File: src/rtl/core/zpic_pkg.sv
// Shared types and constants of the zero-padded image convolver.
// Used by every module of the block; depends on nothing else.
`timescale 1ns / 1ps

package zpic_pkg;

    localparam int MAX_WIDTH      = 1024;
    localparam int COL_W          = $clog2(MAX_WIDTH);
    localparam int KMAX           = 7;
    localparam int KMAX_W         = 3;
    localparam int COEF_FRAC_BITS = 8;
    localparam int PIX_MAX        = 255;
    localparam int QDEPTH         = 4;
    localparam int QPTR_W         = $clog2(QDEPTH);
    localparam int MAX_RES        = 4;
    localparam int PROD_W         = 25;
    localparam int ACC_W          = 32;

    localparam logic [1:0] FUNC_COEF  = 2'd0;
    localparam logic [1:0] FUNC_PIXEL = 2'd1;
    localparam logic [1:0] FUNC_FLUSH = 2'd2;

    localparam logic [2:0] CFG_IMG_W = 3'd0;
    localparam logic [2:0] CFG_IMG_H = 3'd1;
    localparam logic [2:0] CFG_KER_W = 3'd2;
    localparam logic [2:0] CFG_KER_H = 3'd3;

    typedef struct packed {
        logic [COL_W:0]  width;
        logic [15:0]     height;
        logic [KMAX_W-1:0] kw;
        logic [KMAX_W-1:0] kh;
    } t_geom;

    typedef struct packed {
        logic                          is_coef;
        logic [KMAX_W-1:0]             coef_row;
        logic [KMAX_W-1:0]             coef_col;
        logic signed [15:0]            coef_val;
        logic [7:0]                    pix;
        logic [COL_W-1:0]              wr_col;
        logic [KMAX_W-1:0]             wr_slot;
        logic [COL_W:0]                out_col;
        logic [2:0]                    n_out;
        logic                          eof;
        logic [KMAX-1:0]               row_ok;
        logic [KMAX-1:0][KMAX_W-1:0]   lane_slot;
    } t_cmd;

    // Kernel row of a flat coefficient index: count of row starts after the first at or below it.
    function automatic logic [KMAX_W-1:0] kernel_row(input logic [5:0] idx);
        logic [KMAX_W-1:0] row;
        row = '0;
        for (int k = 1; k < KMAX; k++) begin
            if (idx >= 6'(k * KMAX)) begin
                row = row + 1'b1;
            end
        end
        return row;
    endfunction

endpackage

File: src/rtl/core/zpic_queue.sv
// Short command queue between front and back end.
// Holds t_cmd entries from zpic_pkg.
`timescale 1ns / 1ps

module zpic_queue import zpic_pkg::*; (
    input  logic i_clk,
    input  logic i_rst_n,
    input  logic i_push,
    input  t_cmd i_cmd,
    input  logic i_pop,
    output logic o_full,
    output logic o_valid,
    output t_cmd o_cmd
);

    t_cmd              r_mem [QDEPTH];
    logic [QPTR_W-1:0] r_wp, r_rp;
    logic [QPTR_W:0]   r_count;

    assign o_full  = (r_count == (QPTR_W + 1)'(QDEPTH));
    assign o_valid = (r_count != '0);
    assign o_cmd   = r_mem[r_rp];

    always_ff @(posedge i_clk) begin
        if (i_push) begin
            r_mem[r_wp] <= i_cmd;
        end
    end

    always_ff @(posedge i_clk) begin
        if (!i_rst_n) begin
            r_wp    <= '0;
            r_rp    <= '0;
            r_count <= '0;
        end else begin
            if (i_push) begin
                r_wp <= r_wp + 1'b1;
            end
            if (i_pop) begin
                r_rp <= r_rp + 1'b1;
            end
            r_count <= r_count + (QPTR_W + 1)'(i_push) - (QPTR_W + 1)'(i_pop);
        end
    end

    a_no_overflow: assert property (@(posedge i_clk) disable iff (!i_rst_n)
        !(i_push && o_full))
        else $error("push into full queue");

    a_no_underflow: assert property (@(posedge i_clk) disable iff (!i_rst_n)
        !(i_pop && !o_valid))
        else $error("pop from empty queue");

    a_count_step: assert property (@(posedge i_clk) disable iff (!i_rst_n)
        (i_push && !i_pop) |=> (r_count == $past(r_count) + 1'b1))
        else $error("queue count did not advance");

endmodule

File: config.mk
export PLATFORM = sky130hd
export DESIGN_NAME = zpic_queue
export DESIGN_NICKNAME = d
export VERILOG_FILES = /design/src/rtl/core/zpic_pkg.sv /design/src/rtl/core/zpic_queue.sv
export SDC_FILE = /design/constraint.sdc
export NUM_CORES = 1
export LEC_CHECK = 0
export ABC_CLOCK_PERIOD_IN_PS = 4000
export BUFFER_PORTS_ARGS = -buffer_cell sky130_fd_sc_hd__buf_2
export CORE_UTILIZATION = 25
export CTS_BUF_LIST = sky130_fd_sc_hd__clkbuf_8
export CTS_CLUSTER_DIAMETER = 80
export DETAILED_ROUTE_END_ITERATION = 16
export RECOVER_POWER = 50
export SYNTH_ARGS = -nofsm -noshare
export SYNTH_HDL_FRONTEND = slang
export SYNTH_SLANG_ARGS = --single-unit
export TNS_END_PERCENT = 10
File: constraint.sdc
create_clock -name i_clk -period 4 [get_ports i_clk]
set_clock_uncertainty 0.15 [all_clocks]
set_input_delay 1 -clock i_clk [delete_from_list [all_inputs] [get_ports i_clk]]
set_output_delay 1 -clock i_clk [all_outputs]
set_load 0.03 [all_outputs]
==> summary.md, run 1 <==
| Metric | Value |
|---|---|
| RSZ-0062 raised after global routing | `false` |
| Multiplexer share of the synthesized area | `0.152` |
| Root Buffer | `clkbuf_8` |
| Pre-CTS setup slack | `1.12 ns` |
| Routed wire per std cell | `18.1 µm` |
| Antenna cells | `0` |
| Worst Setup Start Kind | `flop` |
| Logic pwr share | `0.121` |
| Vias | `5952` |
| Critical Path Sink Type | `output port` |
| Die area | `52900 µm²` |
| Final Core Density | `0.307` |
| Maximum vdd drop | `0.000282 V` |
| Crit path max-delay family | `buffers and inverters` |
| Worst Reg-to-Reg Cells | `3` |
| Initial core utilization | `0.253` |
| Resize count post-CTS | `0` |
| Leakage | `5.06 nW` |
| Cell Int Power | `6.13 mW` |
| Worst EP arrival | `2.30 ns` |
| IO Port Bufs | `179` |
| Postcts setup bufs | `0` |
| Final period util | `0.861` |
| Largest net degree at the start of global routing | `58` |
| Synth Area in Adders | `0.00732` |
| DR iter-0 viols | `306` |
| H-tree level count | `2` |
| Max-Cap Viols | `3` |
| FF-to-FF End | `r_mem[3][82]` |
| Critical Path RT | `2.85 ns` |
| # IOs | `180` |
| Pins Over Slew Limit | `92` |
| Asr flop ratio synth | `0` |
| Top-count cell post-synth | `edfxtp_1` |
| Register area | `10600 µm²` |
| First-pass GRT wire length | `39200 µm` |
| Post-synth EDFFs | `348` |
| DRT Pass-1 Iters | `4` |
| Worst Path Buf+Inv | `2` |
| Total track usage | `0.0998` |
| Layout area overhead | `21.1%` |
| Commonest cells in the netlist | `edfxtp_1 (348), mux4_2 (87), buf_2 (10)` |
| Nets | `829` |
| Initial antenna violation count | `4` |
| Chip Width | `230 µm` |
| Top_reg_cell synth | `edfxtp_1` |
| Slew headroom | `-0.474` |
| FF-to-FF Start | `r_wp[0]` |
| Main combinational cell family by area after synthesis | `multiplexers` |
| Final RePlAce weighted congestion | `0.670` |
| Setup ws final | `0.554 ns` |
| Grt total ovfl | `0` |
| Final setup fails | `0` |
| CTS Sinks | `357` |
| Top cells by area, synth | `edfxtp_1 (80%), mux4_2 (15%), dfxtp_1 (1.4%)` |
| Switching power | `2.08 mW` |
| Crit Path Category | `flop to output port` |
| Outcome | `finished, violations left` |
| Worst path depth | `3` |
| Worst-Skew Late Latency | `0.62 ns` |
| Syn_area_per_cell | `26.1 µm²` |
| Syn nets | `596` |
| Clock transition at path regs | `0.06 ns` |
| Post-synthesis sequential area ratio | `0.818` |
| CTS tree | `done` |
| CP peak stage delay | `0.62 ns` |
| Synth Cell Area | `13000 µm²` |
| Die Span Y | `230 µm` |
| Violated checks | `max-capacitance violations, max-slew violations` |
| FF-to-FF setup slack | `0.81 ns` |
| Yosys cell types | `21` |
| Pwr Density | `522 nW/µm²` |
| Compound-Gate Fraction of Synth Area | `0.00116` |
| Fmax | `0.290 GHz` |
| Post-cts hold buffer count | `0` |
| Gate count of the mapped netlist | `498` |
| Power share of the clock group | `0.351` |
| Layout cells sized above 1 | `0.337` |
| Clock tree buffer depth | `3` |
| Aggregate routed wire length | `26400 µm` |
| Multi-input logic area | `2200 µm²` |
| Final hold vios | `0` |
| Critical path endpoint | `o_cmd[60]` |
| Critical-path top delay cell | `mux4_2` |
| Total CTS buffers | `60` |
| Vias in the first global route | `6572` |
| Dpl hpwl | `15400 µm` |
| CP cell instances | `buf_4, mux4_2, buf_2` |
| Worst-Margin Slew | `2.21 ns` |
| Synth Register Bits | `357` |
| Area leader, netlist | `edfxtp_1` |
| Reg power frac | `0.529` |
| DRC | `0` |
| Crit path time final | `3.45 ns` |
| Core area | `51300 µm²` |
| Final ANT Viol Nets | `0` |
| Synth Area in XOR/XNOR | `0.00318` |
| Routed vias/inst | `4.07` |
| Worst Hold Class | `flop to flop` |
| Fillers | `4979` |
| Simple-gate share of the synthesized area | `0.00587` |
| Row count | `83` |
| Sw frac | `0.253` |
| Setup TNS | `0 ns` |
| Critical path peak fanout | `30` |
| Synth top area share | `0.804` |
| Warnings from Yosys | `0` |
## cells by family after synthesis
group / count (synthesis)
flops: 357
mux: 88
buf+inv: 27
simple gates: 14
fa+ha+maj: 7
xor+xnor: 3
compound gates: 2
## cell usage in the layout, fill, tap and decap left out, types with 2 or more instances in the layout
cell        netlist  routed
buf_4             0       6
inv_1             7      32
clkbuf_1          5      89
buf_2            10      90
ha_1              6       6
nor2_1            5       5
dfxtp_1           9       7
clkinvlp_4        0       3
buf_12            1       6
clkinv_1          0      17
mux4_2           87      87
edfxtp_1        348     348
dfxtp_4           0       2
clkinv_2          0       5
clkbuf_8          0      61
xnor2_1           2       2
and2_1            6       4
## metal layers
layer,vias up,global-route usage,routed length [µm]
li1,2615,-,-
met1,3086,0.117,10900
met2,191,0.164,12800
met3,54,0.0408,2140
met4,6,0.0344,575
met5,-,0,40
## final cells by class
cell class	count	share of cell area
clock buffers	61	0.0533
clock inverters	51	0.0149
inverters	7	0.00167
multi-input cells	114	0.140
flip-flops and latches	357	0.676
well taps	680	0.0541
repair buffers	191	0.0603
## through the flow
stage / std cells / hold slack, ns / cell area, µm² / power [mW]
finish: 1461 / 0.380 / 15700 / 8.21
floorplan: 498 / 0.349 / 13000 / 5.12
global route: 1461 / 0.396 / 15700 / 8.58
global placement: 1349 / 0.351 / 14800 / 5.43
detailed placement: 1349 / 0.365 / 14800 / 5.46
CTS: 1461 / 0.350 / 15900 / 8.39
## worst reg2reg max path, stage by stage, from the launching register on
cell and delay [ns]:
dfxtp_1 0.40, ha_1 0.16, and2_1 1.63, buf_4 0.51
## power groups by stage
stage               Sequential (mW)  Clock, mW  Combinational (mW)
floorplan                      4.42          0               0.699
global placement               4.41          0                1.02
detailed placement             4.42          0                1.03
CTS                            4.34       3.01                1.04
global route                   4.36       3.16                1.06
finish                         4.34       2.88               0.991
## flip-flops by register name, indices dropped and copies added, names as in the netlist, named ones only
register and count:
r_count 3, r_rp 2, r_wp 2, r_mem 348
## worst min-delay path by stage
stage | start | to | slack, ns | cells after the start
finish | r_rp[1] | flop | 0.38 | 2
floorplan | r_rp[1] | flop | 0.35 | 2
detailed placement | r_rp[0] | flop | 0.36 | 2
global route | i_rst_n | r_count[0] | 0.40 | 2
global placement | r_rp[1] | flop | 0.35 | 2
CTS | i_cmd[49] | r_mem[0][49] | 0.35 | 1
No activity file was read; power rests on OpenSTA's default activity.
==> run 2: changes to the inputs <==
Settings changed: REMOVE_ABC_BUFFERS set to 1.
==> run 2 against run 1 <==
Effect of this change:
- the flow still finishes with violations (max-capacitance violations, max-slew violations)
- routed wire length shrank 0.11%
- first-iteration DRC count shrank 16%
- total power grew 6.1%
- die area is the same
- sequential share of layout area shrank 0.82 points
- via count grew 0.54%
- critical path depth is the same
- setup slack lost 0.060 ns
- sequential power is essentially flat
==> summary.md, run 2 (same netlist as run 1, synthesis figures left out) <==
| Metric | Value |
|---|---|
| Outcome | `finished, violations left` |
| Violated checks | `max-capacitance violations, max-slew violations` |
| Pwr Density | `547 nW/µm²` |
| Core area | `51300 µm²` |
| # IOs | `180` |
| Fmax | `0.285 GHz` |
| Max reg flops | `348` |
| Placed Instance Area | `14800 µm²` |
| Crit Path Category | `input port to flop` |
| Aggregate routed wire length | `26400 µm` |
| DRC | `0` |
| Post-Route M1 WL | `11200 µm` |
| Slew headroom | `-0.847` |
| Critical-path top delay cell | `clkbuf_2` |
| Routed vias/inst | `4.08` |
| Critical Path Sink Type | `flop` |
| Final hold vios | `0` |
| Antenna cells | `0` |
| Vias | `5984` |
| Overall power | `8.72 mW` |
| Total track usage | `0.102` |
| DR iter-0 viols | `256` |
| Layout cells sized above 1 | `0.354` |
| Commonest non-fill, non-tap cells in the layout | `edfxtp_1 (348), buf_2 (90), clkbuf_1 (89)` |
| Critical path peak fanout | `87` |
| Register area | `10600 µm²` |
| Setup ws final | `0.495 ns` |
| CP cell instances | `clkbuf_1, and2_2, clkbuf_2` |
| Chip Width | `230 µm` |
| Initial antenna violation count | `1` |
| H-tree level count | `3` |
| Row count | `83` |
| Pins Over Slew Limit | `122` |
| Nets | `833` |
| Postcts setup bufs | `0` |
| Largest net degree at the start of global routing | `88` |
| Worst Hold Class | `flop to flop` |
| RSZ-0062 raised after global routing | `false` |
| CP peak stage delay | `1.94 ns` |
| Clock transition at path regs | `0.05 ns` |
| Die Span Y | `230 µm` |
| Worst EP arrival | `3.52 ns` |
| Maximum vdd drop | `0.000355 V` |
| Final period util | `0.876` |
| Pre-CTS setup slack | `1.19 ns` |
| Die area | `52900 µm²` |
| Clock tree buffer depth | `3` |
| Final ANT Viol Nets | `0` |
| Final setup fails | `0` |
| Total CTS buffers | `67` |
| CTS tree | `done` |
| Vias in the first global route | `6695` |
| First-pass GRT wire length | `39900 µm` |
| IO Port Bufs | `179` |
| Max Used Layer | `met5` |
| Leakage | `5.13 nW` |
| Grt total ovfl | `0` |
| Largest regs | `r_mem x348, r_count x3` |
| Fillers | `5032` |
| Post-cts hold buffer count | `0` |
| DRT Pass-1 Iters | `4` |
| Layout area overhead | `22.6%` |
| Multi-input logic area | `2200 µm²` |
| Resize count post-CTS | `0` |
| Initial core utilization | `0.253` |
| Final RePlAce weighted congestion | `0.658` |
| Max-Cap Viols | `2` |
| Critical Path RT | `4.01 ns` |
| Most common cell after layout, fill and taps aside | `edfxtp_1` |
| Post-route cell area | `15900 µm²` |
| Routed wire per std cell | `18.0 µm` |
| Worst-Skew Late Latency | `0.60 ns` |
| Root Buffer | `clkbuf_8` |
| Worst Setup Start Kind | `input port` |
| CTS Sinks | `357` |
| Dpl hpwl | `14700 µm` |
| Most flop-heavy register | `r_mem` |
| WL met3 | `2140 µm` |
| Routed wl met2 | `12500 µm` |
| Crit path time final | `3.51 ns` |
| Final Core Density | `0.311` |
| Worst-Margin Slew | `2.77 ns` |
[run 2: changes by cell type in the layout (fill, tap and decap cells not counted), moves of 3 or more]
cell / previous run / this run
clkinv_1: 17 / 12
buf_4: 6 / 2
clkbuf_8: 61 / 70
inv_1: 32 / 28
bufinv_16: 1 / 4
clkinvlp_4: 3 / 6
[run 2: per-layer routing]
| metal | track usage | up-vias |
|---|---|---|
| li1 | - | 2625 |
| met1 | 0.123 | 3137 |
| met2 | 0.157 | 184 |
| met3 | 0.0419 | 36 |
| met4 | 0.0495 | 2 |
| met5 | 0 | - |
[run 2: final timing paths]
check / slack, ns / start / depth (start not counted) / end
hold / removal: 0.40 / r_wp[1] / 2 / r_wp[1]
setup reg to reg: 0.73 / r_wp[0] / 3 / r_mem[1][13]
hold reg to reg: 0.40 / r_wp[1] / 2 / r_wp[1]
setup / recovery: 0.49 / i_push / 3 / r_mem[1][13]
[run 2: where the power goes]
part / switching [mW] / leakage (nW) / internal, mW
Combinational: 0.627 / 1.15 / 0.352
Clock: 1.49 / 0.716 / 1.88
Sequential: 0.0520 / 3.27 / 4.31
Total: 2.17 / 5.13 / 6.54
[run 2: area by class of cell]
| type | instances | share of cell area |
|---|---|---|
| Clock buffer | 70 | 0.0605 |
| Inverter | 7 | 0.00165 |
| Tap cell | 680 | 0.0534 |
| Clock inverter | 49 | 0.0205 |
| Multi-Input combinational cell | 114 | 0.138 |
| Sequential cell | 357 | 0.668 |
| Timing Repair Buffer | 188 | 0.0580 |
[run 2: critical path: cells and delay by family]
family,cells,cell delay [ns]
buffers and inverters,2,2.23
AND/OR/NAND/NOR,1,0.21
[run 2: through the flow]
| step | hold WS [ns] | TNS, ns | instances |
|---|---|---|---|
| 6_report | 0.400 | 0 | 1465 |
| 5_1_grt | 0.434 | 0 | 1465 |
| 4_1_cts | 0.355 | 0 | 1465 |
| 3_5_place_dp | 0.383 | 0 | 1346 |
| 3_3_place_gp | 0.364 | 0 | 1346 |
| 2_1_floorplan | 0.349 | -135.57 | 478 |
==> run 3: changes to the inputs <==
Settings changed: PLACE_DENSITY set to 0.38.
==> run 3 against run 2 <==
Effect of this change:
- the run still ends with max-capacitance violations, max-slew violations left
- total power rose by 0.45%
- fmax rose by 0.46%
- non-clock buffer count rose by 4
- routed wire length rose by 8.9%
- die area unchanged
- critical path type is now flop to output port
==> summary.md, run 3 (same netlist as run 1, synthesis figures left out) <==
| Metric | Value |
|---|---|
| FF-to-FF End | `r_mem[1][38]` |
| Worst Setup Start Kind | `flop` |
| Pwr Density | `548 nW/µm²` |
| Final hold slack | `0.376 ns` |
| Grt total ovfl | `0` |
| Final hold vios | `0` |
| CTS tree | `done` |
| Cell Int Power | `6.58 mW` |
| Routed wire per std cell | `19.6 µm` |
| Worst Hold Class | `flop to flop` |
| Critical Path RT | `2.85 ns` |
| Post-cts hold buffer count | `0` |
| Aggregate routed wire length | `28800 µm` |
| Crit Path Category | `flop to output port` |
| Clock tree buffer depth | `3` |
| Final RePlAce weighted congestion | `0.680` |
| Most flop-heavy register | `r_mem` |
| Reg power frac | `0.498` |
| Worst EP arrival | `2.34 ns` |
| Die area | `52900 µm²` |
| Maximum vdd drop | `0.000202 V` |
| Layout area overhead | `23.0%` |
| Setup ws final | `0.511 ns` |
| Initial core utilization | `0.253` |
| H-tree level count | `3` |
| Final Core Density | `0.312` |
| Final ANT Viol Nets | `0` |
| # IOs | `180` |
| Total CTS buffers | `66` |
| Root Buffer | `clkbuf_8` |
| Largest regs | `r_mem x348, r_count x3` |
| Resize count post-CTS | `0` |
| Clock transition at path regs | `0.05 ns` |
| Die Span Y | `230 µm` |
| FF-to-FF setup slack | `0.60 ns` |
| Row count | `83` |
| Largest net degree at the start of global routing | `44` |
| Dpl hpwl | `16800 µm` |
| First-pass GRT wire length | `43200 µm` |
| RSZ-0062 raised after global routing | `false` |
| Total track usage | `0.113` |
| Pre-CTS setup slack | `1.06 ns` |
| CTS Sinks | `357` |
| Power share of the clock group | `0.387` |
| Setup TNS | `0 ns` |
| Chip Width | `230 µm` |
| Outcome | `finished, violations left` |
| DRC | `0` |
| Max-Cap Viols | `2` |
| IO Port Bufs | `179` |
| Routed vias/inst | `4.12` |
| Fmax | `0.287 GHz` |
| Slew headroom | `-0.551` |
| Pins Over Slew Limit | `48` |
| Max reg flops | `348` |
| Hold Crit Start | `r_rp[1]` |
| Final period util | `0.872` |
| Commonest non-fill, non-tap cells in the layout | `edfxtp_1 (348), buf_2 (90), clkbuf_1 (89)` |
| Core area | `51300 µm²` |
| Most common cell after layout, fill and taps aside | `edfxtp_1` |
| Crit path time final | `3.49 ns` |
| Logic pwr share | `0.114` |
| Vias in the first global route | `6972` |
| Layout cells sized above 1 | `0.369` |
| Postcts setup bufs | `0` |
| DRT Pass-1 Iters | `4` |
| Vias | `6037` |
| Worst-Skew Late Latency | `0.61 ns` |
| Leakage | `5.16 nW` |
| Critical path peak fanout | `40` |
| DR iter-0 viols | `273` |
| Initial antenna violation count | `8` |
| Sw frac | `0.249` |
| Switching power | `2.18 mW` |
| Nets | `836` |
| Worst Reg-to-Reg Cells | `3` |
| Worst Hold Path Cells | `2` |
| Worst-Margin Slew | `2.33 ns` |
| FF-to-FF Start | `r_wp[0]` |
| Final setup fails | `0` |
| Violated checks | `max-capacitance violations, max-slew violations` |
| Critical Path Sink Type | `output port` |
| Fillers | `5030` |
-- run 3: changes by cell type in the layout (fill, tap and decap cells not counted), moves of 2 or more --
cell	before	now
buf_4	2	6
clkbuf_8	70	75
clkinvlp_4	6	3
inv_1	28	20
clkinv_2	4	10
clkinv_1	12	6
and2_0	0	2
-- run 3: metrics by stage --
step | area [µm²] | total power [mW] | instances
6_report | 16000 | 8.76 | 1464
5_1_grt | 16000 | 9.17 | 1464
4_1_cts | 16100 | 8.98 | 1463
3_5_place_dp | 14800 | 5.49 | 1350
3_3_place_gp | 14800 | 5.46 | 1350
2_1_floorplan | 12900 | 5.11 | 478
-- run 3: how the worst max path moves through the flow --
stage | startpoint | to | slack [ns] | cells past startpoint
finish | flop | o_cmd[83] | 0.51 | 3
global route | r_wp[0] | r_mem[1][38] | 0.29 | 3
CTS | flop | o_cmd[11] | 0.35 | 3
detailed placement | flop | o_cmd[11] | 1.06 | 3
global placement | flop | o_cmd[68] | 1.06 | 3
floorplan | flop | o_cmd[0] | -1.56 | 1
-- run 3: worst max-delay path, stage by stage, from the launching register on --
cell     delay, ns
dfxtp_4       0.80
buf_4         0.38
mux4_2        0.35
buf_2         0.20
-- run 3: metal layers --
layer  up-vias  share of wire  global-route usage
li1       2624              -                   -
met1      3162           0.42               0.135
met2       174           0.48               0.177
met3        65          0.071              0.0428
met4        12          0.028              0.0544
met5         -         0.0028                   0
-- run 3: layout make-up --
class	instances	area, µm²	share of cell area
repair buffers	192	970	0.0607
inverters	7	26.3	0.00164
well taps	680	851	0.0532
flip-flops and latches	357	10600	0.666
clock inverters	38	263	0.0164
diodes	1	2.50	0.000157
multi-input cells	114	2200	0.138
clock buffers	75	1030	0.0646
-- run 3: power by group through the flow --
stage               registers (mW)  logic [mW]  clock network (mW)
floorplan                     4.47       0.639                   0
global placement              4.43        1.03                   0
detailed placement            4.44        1.05                   0
CTS                           4.37        1.05                3.56
global route                  4.38        1.08                3.71
finish                        4.36        1.00                3.39
