`config.mk`:
```
export PLATFORM = sky130hd
export DESIGN_NAME = zpic_front
export DESIGN_NICKNAME = d
export VERILOG_FILES = /design/src/rtl/core/zpic_pkg.sv /design/src/rtl/core/zpic_front.sv
export SDC_FILE = /design/constraint.sdc
export NUM_CORES = 1
export LEC_CHECK = 0
export BUFFER_PORTS_ARGS = -buffer_cell sky130_fd_sc_hd__buf_2
export CAP_MARGIN = 20
export CORE_MARGIN = 5
export CORE_UTILIZATION = 40
export CTS_CLUSTER_SIZE = 40
export DETAILED_ROUTE_END_ITERATION = 10
export PLACE_DENSITY = 0.59
export SYNTH_ARGS = -nofsm -noshare
export SYNTH_HDL_FRONTEND = slang
export SYNTH_SLANG_ARGS = --single-unit
```
`constraint.sdc`:
```
create_clock -name i_clk -period 16.7 [get_ports i_clk]
set_clock_uncertainty 0.1 [all_clocks]
set_input_delay 1.67 -clock i_clk [delete_from_list [all_inputs] [get_ports i_clk]]
set_output_delay 1.67 -clock i_clk [all_outputs]
set_load 0.1 [all_outputs]
```
`src/rtl/core/zpic_pkg.sv`:
```
// Shared types and constants of the zero-padded image convolver.
// Used by every module of the block; depends on nothing else.
`timescale 1ns / 1ps

package zpic_pkg;

    localparam int MAX_WIDTH      = 1024;
    localparam int COL_W          = $clog2(MAX_WIDTH);
    localparam int KMAX           = 7;
    localparam int KMAX_W         = 3;
    localparam int COEF_FRAC_BITS = 8;
    localparam int PIX_MAX        = 255;
    localparam int QDEPTH         = 4;
    localparam int QPTR_W         = $clog2(QDEPTH);
    localparam int MAX_RES        = 4;
    localparam int PROD_W         = 25;
    localparam int ACC_W          = 32;

    localparam logic [1:0] FUNC_COEF  = 2'd0;
    localparam logic [1:0] FUNC_PIXEL = 2'd1;
    localparam logic [1:0] FUNC_FLUSH = 2'd2;

    localparam logic [2:0] CFG_IMG_W = 3'd0;
    localparam logic [2:0] CFG_IMG_H = 3'd1;
    localparam logic [2:0] CFG_KER_W = 3'd2;
    localparam logic [2:0] CFG_KER_H = 3'd3;

    typedef struct packed {
        logic [COL_W:0]  width;
        logic [15:0]     height;
        logic [KMAX_W-1:0] kw;
        logic [KMAX_W-1:0] kh;
    } t_geom;

    typedef struct packed {
        logic                          is_coef;
        logic [KMAX_W-1:0]             coef_row;
        logic [KMAX_W-1:0]             coef_col;
        logic signed [15:0]            coef_val;
        logic [7:0]                    pix;
        logic [COL_W-1:0]              wr_col;
        logic [KMAX_W-1:0]             wr_slot;
        logic [COL_W:0]                out_col;
        logic [2:0]                    n_out;
        logic                          eof;
        logic [KMAX-1:0]               row_ok;
        logic [KMAX-1:0][KMAX_W-1:0]   lane_slot;
    } t_cmd;

    // Kernel row of a flat coefficient index: count of row starts after the first at or below it.
    function automatic logic [KMAX_W-1:0] kernel_row(input logic [5:0] idx);
        logic [KMAX_W-1:0] row;
        row = '0;
        for (int k = 1; k < KMAX; k++) begin
            if (idx >= 6'(k * KMAX)) begin
                row = row + 1'b1;
            end
        end
        return row;
    endfunction

endpackage

```
`src/rtl/core/zpic_front.sv`:
```
// Front end: accepts input transactions, tracks the raster position and
// turns each item into a command for the back end. Uses zpic_pkg.
`timescale 1ns / 1ps

module zpic_front import zpic_pkg::*; (
    input  logic               i_clk,
    input  logic               i_rst_n,
    input  t_geom              i_geom,
    input  logic               i_accept,
    input  logic [1:0]         i_func,
    input  logic [5:0]         i_coef_index,
    input  logic signed [15:0] i_coef_value,
    input  logic [7:0]         i_pixel_in,
    output logic               o_push,
    output t_cmd               o_cmd
);

    logic [COL_W-1:0]  r_ic;
    logic [16:0]       r_ir;
    logic [COL_W:0]    r_oc;
    logic [KMAX_W-1:0] r_slot;

    logic [KMAX_W-1:0] w_ad, w_ar;
    logic [COL_W:0]    w_ic_ext, w_limit, w_diff, w_lastcol;
    logic              w_rowend, w_inrows, w_have, w_eof, w_restart, w_is_pix;
    logic [15:0]       w_orow;
    logic [2:0]        w_n;
    logic [16:0]       w_ir_next;
    logic [KMAX_W-1:0] w_krow;

    assign w_ad     = KMAX_W'(i_geom.kh - 1'b1 - (i_geom.kh >> 1));
    assign w_ar     = KMAX_W'(i_geom.kw - 1'b1 - (i_geom.kw >> 1));
    assign w_ic_ext = {1'b0, r_ic};
    assign w_rowend = (w_ic_ext + 1'b1) >= i_geom.width;
    assign w_inrows = (r_ir >= 17'(w_ad)) && ((r_ir - 17'(w_ad)) < {1'b0, i_geom.height});
    assign w_orow   = 16'(r_ir - 17'(w_ad));
    assign w_have   = w_rowend || (w_ic_ext >= (COL_W + 1)'(w_ar));
    assign w_limit  = w_rowend ? i_geom.width - 1'b1 : w_ic_ext - (COL_W + 1)'(w_ar);
    assign w_diff   = w_limit - r_oc;

    always_comb begin
        w_n = 3'd0;
        if (w_inrows && w_have && (r_oc <= w_limit)) begin
            w_n = (w_diff >= (COL_W + 1)'(MAX_RES - 1)) ? 3'(MAX_RES) : 3'(w_diff) + 3'd1;
        end
    end

    assign w_lastcol = r_oc + (COL_W + 1)'(w_n) - 1'b1;
    assign w_eof     = (w_n != 3'd0) && (w_orow == i_geom.height - 1'b1)
                       && (w_lastcol == i_geom.width - 1'b1);
    assign w_ir_next = w_rowend ? r_ir + 1'b1 : r_ir;
    assign w_restart = w_eof || (w_ir_next >= ({1'b0, i_geom.height} + 17'(w_ad)));
    assign w_is_pix  = (i_func == FUNC_PIXEL) || (i_func == FUNC_FLUSH);
    assign w_krow    = kernel_row(i_coef_index);

    always_comb begin
        logic [17:0] y;
        logic [4:0]  t;
        o_cmd          = '0;
        o_cmd.is_coef  = (i_func == FUNC_COEF);
        o_cmd.coef_row = w_krow;
        o_cmd.coef_col = KMAX_W'(i_coef_index - 6'(w_krow) * 6'(KMAX));
        o_cmd.coef_val = i_coef_value;
        o_cmd.pix      = (i_func == FUNC_PIXEL) ? i_pixel_in : 8'd0;
        o_cmd.wr_col   = r_ic;
        o_cmd.wr_slot  = r_slot;
        o_cmd.out_col  = r_oc;
        o_cmd.n_out    = w_n;
        o_cmd.eof      = w_eof;
        for (int kr = 0; kr < KMAX; kr++) begin
            y = 18'(r_ir) + 18'(kr);
            o_cmd.row_ok[kr] = (KMAX_W'(kr) < i_geom.kh)
                               && (y >= 18'(i_geom.kh) - 18'd1)
                               && (y < 18'(i_geom.height) + 18'(i_geom.kh) - 18'd1);
            t = 5'(r_slot) + 5'(KMAX) - 5'(i_geom.kh - 1'b1) + 5'(kr);
            if (t >= 5'(2 * KMAX)) begin
                t = t - 5'(2 * KMAX);
            end else if (t >= 5'(KMAX)) begin
                t = t - 5'(KMAX);
            end
            o_cmd.lane_slot[kr] = KMAX_W'(t);
        end
    end

    assign o_push = i_accept && (w_is_pix || ((i_func == FUNC_COEF)
                    && (i_coef_index < 6'(KMAX * KMAX))));

    always_ff @(posedge i_clk) begin
        if (!i_rst_n) begin
            r_ic   <= '0;
            r_ir   <= '0;
            r_oc   <= '0;
            r_slot <= '0;
        end else if (i_accept && w_is_pix) begin
            if (w_restart) begin
                r_ic   <= '0;
                r_ir   <= '0;
                r_oc   <= '0;
                r_slot <= '0;
            end else if (w_rowend) begin
                r_ic   <= '0;
                r_ir   <= w_ir_next;
                r_oc   <= '0;
                r_slot <= (r_slot == KMAX_W'(KMAX - 1)) ? '0 : r_slot + 1'b1;
            end else begin
                r_ic <= r_ic + 1'b1;
                r_oc <= r_oc + (COL_W + 1)'(w_n);
            end
        end
    end

    a_slot_range: assert property (@(posedge i_clk) disable iff (!i_rst_n)
        r_slot < KMAX_W'(KMAX))
        else $error("line slot out of range");

    a_slot_tracks_row: assert property (@(posedge i_clk) disable iff (!i_rst_n)
        (r_ir == 17'd0) |-> (r_slot == '0))
        else $error("line slot out of step with input row");

    a_out_behind_in: assert property (@(posedge i_clk) disable iff (!i_rst_n)
        r_oc <= w_ic_ext + 1'b1)
        else $error("output column ran ahead of input column");

endmodule

```
==> run summary, run 1 <==
The flow ran to the end, and the final reports show no timing, DRC or antenna violations. Dividing total power by cell area gives a power density of about 51 nW/um2. The first global-routing pass estimated 79260 um of wire. The per-cell via count in the routed design came out at 5.731. The total routed wirelength is 50350 um. The layout cell share with drive strength beyond 1 is around a tenth. The clock buffer count from CTS came out at 5. The category of the critical setup timing path is in -> out. The die covers 42300 um2.

The number of nets with antenna violations after detailed routing is 0. The overflow left after global routing came out at 0. The maximum buffer depth of the clock tree came out at 2. The total count of hold-check failures in the final report came out at 0.

The area inside the core boundary came out at 37760 um2. The count of unique library cells instantiated by Yosys came out at 80. The H-tree was split into 2 levels. In this design, the largest share of critical-path delay is due to simple AND/OR/NAND/NOR gates. Dividing the detail-routed wire length by the instance count gives roughly 20 um. The area growth from synthesis to layout is 8.383%. STA classifies the critical path endpoint as an output port. For this block, the via count after detailed routing is 14580. Yosys mapped a number of flops with a built-in enable equal to 0. The clock slew seen by the registers of the worst setup and hold paths is 0.06 ns. The number of antenna violations at the first check in global routing was 0. The critical path contains buffers and inverters numbering 6 combined. The required time of the critical path is 14.93 ns. The number of top-level pins came out at ~160. In this run the clock root is driven by a sky130_fd_sc_hd__clkbuf_16. The cell with the biggest individual delay on the critical path is sky130_fd_sc_hd__or4_1.

The global router's overall resource usage is between 20% and 30%. The estimated wirelength of the detail-placed design is between 40000 and 50000 um. The post-layout minimum cycle time is 11.30 ns. The most used flip-flop cell after synthesis is sky130_fd_sc_hd__dfxtp_1. VDD sags by at most about 0.000073 V. The class of the tightest hold or removal check is reg -> reg. Synthesis inferred 41 register bits. Setup repair after global routing left no endpoint under its margin. The net count reported at finish is 2507.

The number of buffer cells added on primary ports is between 100 and 150. The analysis attributes to cell leakage a power of 8.352 nW. The relative slew slack came out at about a quarter. The proportion of synthesized chip area in sequential cells is 5.360%. The worst path uses 67.65% of the clock period. Once the clock tree was built, the setup fixing pass inserted 0 buffers. Buffers inserted to repair hold after CTS numbered 0. Once the floorplan was initialized, standard cells occupied around two fifths of the core. The die is 205.7 um wide. For the final routed database, the setup TNS stands at 0 ns. Routability-driven placement finished with a final weighted congestion of 0.9100.

The number of global-route vias before repair came to between 10000 and 15000. Entering global routing, the biggest net connects 61 pins. The detailed-router iteration count before antenna repair came out at 5.

Across all hold checks on the routed design, the worst slack comes to between 0.4 and 0.5 ns. The number of synthesis warnings is 0. The post-cts repair resize count is 0.

The fmax came out at about 89 MHz. The count of routing violations after the opening detailed-route iteration came out at 998. The final setup violation count came out at 0. The most numerous cell type found on the critical path is sky130_fd_sc_hd__ha_1. The largest driver fanout on the critical path came out at 7. The later pin in the worst-skew pair is clocked with a latency of 0.30 ns. The number of max-slew violations in the final report is 0. The arrival time of the worst setup path came out at 9.53 ns. The cell count after synthesis is 1949. For this run, design rule violations remaining after detail routing come to 0. Cells fill 43.96% of the core in the end. The number of violations of the max-capacitance limit is 0. The slew of the pin with the lowest slew margin is about 1.1 ns. The die height came out at between 200 and 250 um. The CTS sink count is between 40 and 50. The synthesized netlist net count is 2424.

The startpoint class of the critical path is a primary input. The TritonCTS clock tree is done. The cell area that synthesis handed to floorplanning was between 15000 and 20000 um2. In this design, the stage delay of the slowest critical-path cell is 0.52 ns.

The post-synthesis average cell area came out at 7.857 um2. The number of rows in the core area is 71. The number of inserted diodes came out at 0. The post-synthesis async set-or-reset flop share came out at 0%.
==> routing by layer <==
| metal | up-vias | track usage, % | share of wire (%) | routed length, um |
|---|---|---|---|---|
| met3 | 68 | 2.112 | 4.6 | 2335 |
| met4 | 0 | 6.196 | 2.7 | 1348 |
| met5 | - | 0 | 0 | 0 |
| met2 | 391 | 39.53 | 46 | 23270 |
| met1 | 6912 | 31.69 | 46 | 23390 |
| li1 | 7208 | - | - | - |
==> cell usage in the layout (no fill, tap or decap), drive strengths merged, types with 7 or more instances in the layout <==
master     n
a2111oi    8
a211oi    20
a21boi     7
a21o      64
a21oi    130
a221oi     7
a22oi     15
a31oi     21
a32o      13
and2      15
and3      17
buf      157
clkbuf     7
dfxtp     41
fa        10
ha       397
inv      123
mux2i      9
nand2    128
nand2b    27
nand3     59
nand4     29
nor2     139
nor2b     29
nor3      50
nor4      20
o2111ai    9
o211ai     9
o21a      22
o21ai     87
o21bai     8
o31ai      9
or3       10
or4       11
xnor2    164
xnor3      9
xor2      72
==> cells by family after synthesis <==
kind of cell               count (synthesis)  share of synthesized area (%)
and+or+nand+nor                          559                          18.48
AOI/OAI and AO/OA                        477                          20.76
adders and majority gates                407                          33.74
xor gates and xnor gates                 245                          14.97
buffers and inverters                    205                          5.654
DFF                                       41                          5.360
muxes                                     15                          1.029
==> state kept, by name, summed over array words and instances (netlist names) <==
| signal | count |
|---|---|
| r_slot | 3 |
| r_ir | 17 |
| r_oc | 11 |
| r_ic | 10 |
==> stage by stage <==
stage               std cells  instance area, um2  power [mW]  setup slack, ns
global placement         2536               16420      0.7114            5.625
global route             2544               16600      0.9069            4.830
detailed placement       2536               16420      0.7202            5.525
finish                   2544               16600      0.8476            5.402
floorplan                1949               15310      0.5952            5.670
CTS                      2544               16600      0.8486            5.482
==> worst register-to-register path, delay by kind of cell (launching register included) <==
family,cells,cell delay [ns]
compound gates,9,2.23
xor+xnor,2,0.40
fa+ha+maj,7,2.05
buf+inv,5,0.75
flops,1,0.45
simple gates,13,3.69
==> power breakdown <==
| group | internal (mW) | switching, mW |
|---|---|---|
| clock network | 0.0751 | 0.0498 |
| registers | 0.0980 | 0.000582 |
| logic | 0.188 | 0.436 |
==> area by class of cell <==
cell class,count,area (um2)
Multi-Input combinational cell,1703,13630
Tap cell,511,639.4
Timing Repair Buffer,157,870.8
Fill cell,3881,21160
Clock buffer,7,142.6
Clock inverter,1,30.03
Inverter,124,466.7
Sequential cell,41,820.8
==> final timing paths <==
path             start        end  slack, ns  cells past startpoint
max          i_geom[1]  o_cmd[28]       5.40                     30
min           r_oc[10]   r_oc[10]       0.46                      1
max reg2reg    r_ic[2]   r_ir[14]       6.94                     36
min reg2reg   r_oc[10]   r_oc[10]       0.46                      1
==> cells in the mapped netlist, types with 8 or more instances <==
cell type / instances / area [um2]
sky130_fd_sc_hd__nor4_1: 17 / 106.4
sky130_fd_sc_hd__a21o_1: 64 / 480.5
sky130_fd_sc_hd__buf_4: 19 / 142.6
sky130_fd_sc_hd__mux2i_1: 9 / 90.09
sky130_fd_sc_hd__a32o_1: 13 / 130.1
sky130_fd_sc_hd__xnor2_1: 161 / 1410
sky130_fd_sc_hd__o2111ai_1: 9 / 78.83
sky130_fd_sc_hd__o21a_1: 22 / 165.2
sky130_fd_sc_hd__or3_1: 10 / 62.56
sky130_fd_sc_hd__and3_1: 17 / 106.4
sky130_fd_sc_hd__nand2_1: 128 / 480.5
sky130_fd_sc_hd__a22oi_1: 15 / 112.6
sky130_fd_sc_hd__and2_1: 15 / 93.84
sky130_fd_sc_hd__clkbuf_1: 40 / 150.1
sky130_fd_sc_hd__inv_1: 124 / 465.5
sky130_fd_sc_hd__buf_1: 12 / 45.04
sky130_fd_sc_hd__a211oi_1: 20 / 150.1
sky130_fd_sc_hd__o21ai_0: 80 / 400.4
sky130_fd_sc_hd__a21oi_1: 127 / 635.6
sky130_fd_sc_hd__or4_1: 10 / 75.07
sky130_fd_sc_hd__nand3_1: 58 / 290.3
sky130_fd_sc_hd__xor2_1: 72 / 630.6
sky130_fd_sc_hd__nor3_1: 49 / 245.2
sky130_fd_sc_hd__o21bai_1: 8 / 60.06
sky130_fd_sc_hd__dfxtp_1: 41 / 820.8
sky130_fd_sc_hd__a31oi_1: 21 / 131.4
sky130_fd_sc_hd__xnor3_1: 9 / 202.7
sky130_fd_sc_hd__o211ai_1: 9 / 67.56
sky130_fd_sc_hd__fa_1: 10 / 200.2
sky130_fd_sc_hd__o31ai_1: 9 / 67.56
sky130_fd_sc_hd__nor2b_1: 29 / 181.4
sky130_fd_sc_hd__ha_1: 397 / 4967
sky130_fd_sc_hd__nor2_1: 138 / 518.0
sky130_fd_sc_hd__nand2b_1: 27 / 168.9
sky130_fd_sc_hd__nand4_1: 29 / 181.4
No activity file was read; power rests on OpenSTA's default activity.
==> inputs of run 2 (changes only) <==
clock period = 11 ns   (was 16.7 ns; I/O delays follow)
==> run 2 against run 1 <==
  * Clock power up 26%
  * Sequential power grew 52%
  * Critical path depth is the same
  * Count of clock-buffer cells in the layout shrank 1
  * Power grew 48%
  * Worst hold slack worse by 0.018 ns
  * Critical endpoint unchanged
  * Largest power group unchanged
==> run summary, run 2 (synthesis gave the netlist of run 1 again) <==
The residual DRC count came out at 0 (unchanged). The number of buffer cells added on primary ports is 123 (unchanged). The post-route fraction of the period consumed by the critical path came out at 92.43%. The area inside the core boundary is 37760 um2 (unchanged). The register with the most flip-flops in the final layout is r_ir. The setup slack after layout came out at 0.8325 ns (-4.569 ns). The worst hold path stage count came out at 1 (unchanged). The instance count after placement with tap cells included is 2535 (-0.039%). The number of hold buffers added after CTS is 0 (unchanged). The largest net degree at the start of global routing is 62 (+1.6%).

The maximum buffer depth of the clock tree came out at 2 (unchanged). The number of inserted diodes came out at 0 (unchanged). The number of violations of the max-capacitance limit is 0 (unchanged). The arrival time of the worst setup path is 8.97 ns (-0.56 ns). The slowest stage of the critical path belongs to the cell sky130_fd_sc_hd__or4_1. The clock slew seen by the registers of the worst setup and hold paths was 0.08 ns (+0.02 ns).

The total placed instance area came out at 16420 um2 (about the same). The cell with the most instances on the worst path is sky130_fd_sc_hd__ha_1. The count of filler cells inserted in the layout came out at 3954 (+1.9%).

The cell area after layout came out at 16560 um2 (-0.22%). The class of the tightest hold or removal check is reg -> reg. The number of global-route vias before repair is 14200 (-1.6%). The worst slack on hold paths was 0.4435 ns (-0.01769 ns). The final non-filler cell total is 2543 (-0.039%). The average wire per cell in the routed design came out at 19.35 um (-2.2%). The number of vias in the routed layout is 14530 (-0.33%). The maximum level of the CTS H-tree came to 2 (unchanged).

The largest registers in the layout are r_ir (17), r_oc (11), r_ic (10). The layout cell share with drive strength beyond 1 is 9.646% (-0.044 points). The relative slew slack came to 28.37% (+3.6 points).

The number of rows in the core area was 71 (unchanged). The standby leakage power was 8.325 nW (-0.33%). The most common cell after layout, fill and taps aside is sky130_fd_sc_hd__ha_1. The placer's final routability congestion estimate is 0.9308 (+2.3%). The largest voltage drop on the vdd net was 0.0001390 V (+91%). The number of top-level pins is 156 (unchanged). The global-route wire length before repair came out at 78190 um (-1.3%). The final setup violation count came out at 0 (unchanged). The critical path's largest stage delay came to 0.52 ns (about the same). The overflow left after global routing is 0 (unchanged). The multi-input combinational cell area is 13630 um2 (unchanged).

In the layout the commonest cells are sky130_fd_sc_hd__ha_1 (397), sky130_fd_sc_hd__xnor2_1 (161), sky130_fd_sc_hd__nor2_1 (138), sky130_fd_sc_hd__nand2_1 (128), sky130_fd_sc_hd__a21oi_1 (127). The fmax is around 98 MHz. The overall die width came out at 205.7 um (unchanged). The count of routing violations after the opening detailed-route iteration is 766 (-23%). STA classifies the critical path startpoint as a primary input. Setup repair after global routing left no endpoint under its margin. The worst slack after detailed placement is 1.035 ns (-4.490 ns). The estimated wirelength of the detail-placed design came out at 40100 um (-1.1%). The flow ran to the end, and the final reports show no timing, DRC or antenna violations. The total count of hold-check failures in the final report is 0 (unchanged). The worst setup slack for register-to-register paths is 1.55 ns (-5.39 ns). The area used by sequential logic in the layout is 820.8 um2 (unchanged). The area enclosed by the die boundary is 42300 um2 (unchanged). The required time of the critical path is 9.80 ns (-5.13 ns). In this run the clock root is driven by a sky130_fd_sc_hd__clkbuf_16. The total routed wirelength came out at 49200 um (-2.3%). The number of flip-flops in the largest register came out at 17 (unchanged). The number of buffers inserted by post-CTS setup repair is 0 (unchanged).

The detailed-router iteration count before antenna repair is 5 (unchanged). The net count reported at finish was 2506 (-0.040%). From synthesis to final layout, the design area changed by 8.146%. The largest driver fanout on the critical path is 7 (unchanged).

The slew of the pin with the lowest slew margin is 1.071 ns (-0.05316 ns). The clock buffer count from CTS is 5 (unchanged). The CTS sink count came out at 41 (unchanged). The global router's overall resource usage came out at 22.86% (-0.43 points). The number of nets with antenna violations after detailed routing was 0 (unchanged).

The worst-case reg-to-reg path depth came to 36 (unchanged). The share of the core filled with cells in the final layout came out at 43.86% (-0.096 points). The post-cts repair resize count came to 0 (unchanged). The worst setup path is of the in -> out kind. The die height is 205.7 um (unchanged).

The clock network latency to the later pin of the worst-skew pair is 0.30 ns (about the same). The total negative slack was 0 ns (unchanged). The starting density of the core came out at 40.56% (unchanged).

The per-cell via count in the routed design is 5.714 (-0.29%). The post-layout minimum cycle time is 10.17 ns. The number of antenna violations at the first check in global routing is 0 (unchanged).

The total power consumption of the routed design came out at 1.251 mW (+48%). The TritonCTS clock tree is done. The power per unit of standard cell area came to 75.57 nW/um2 (+48%). The worst setup path is captured at an output port. The number of max-slew violations in the final report came to 0 (unchanged).
[run 2: layer usage]
layer | share of wire (%) | wire length [um] | track usage [%]
met1 | 48 | 23590 | 32.07
met2 | 46 | 22840 | 38.63
met3 | 3.7 | 1830 | 1.560
met4 | 1.9 | 942 | 4.761
met5 | 0 | 0 | 0
[run 2: worst max-delay path: cells and delay by family]
| kind | cells | cell delay [ns] |
|---|---|---|
| AO/OA/AOI/OAI | 6 | 1.73 |
| XOR/XNOR | 2 | 0.56 |
| adder cells (fa/ha/maj) | 7 | 2.05 |
| buffers and inverters | 6 | 1.00 |
| AND/OR/NAND/NOR | 9 | 2.51 |
[run 2: power by group]
group	internal (mW)	switching (mW)
Combinational	0.285	0.659
Clock	0.0846	0.0735
Sequential	0.149	0.000857
Total	0.518	0.733
[run 2: worst paths after layout]
check,start,to
setup / recovery,i_geom[1],o_cmd[28]
hold / removal,r_oc[10],r_oc[10]
setup reg to reg,r_ic[2],r_ir[12]
hold reg to reg,r_oc[10],r_oc[10]
[run 2: final cells by class]
class	count	share of cell area (%)
tap	511	3.861
inverter	124	2.818
clock inverter	2	0.09066
timing repair buffer	156	5.213
sequential	41	4.956
clock buffer	6	0.7782
multi-input combinational	1703	82.28
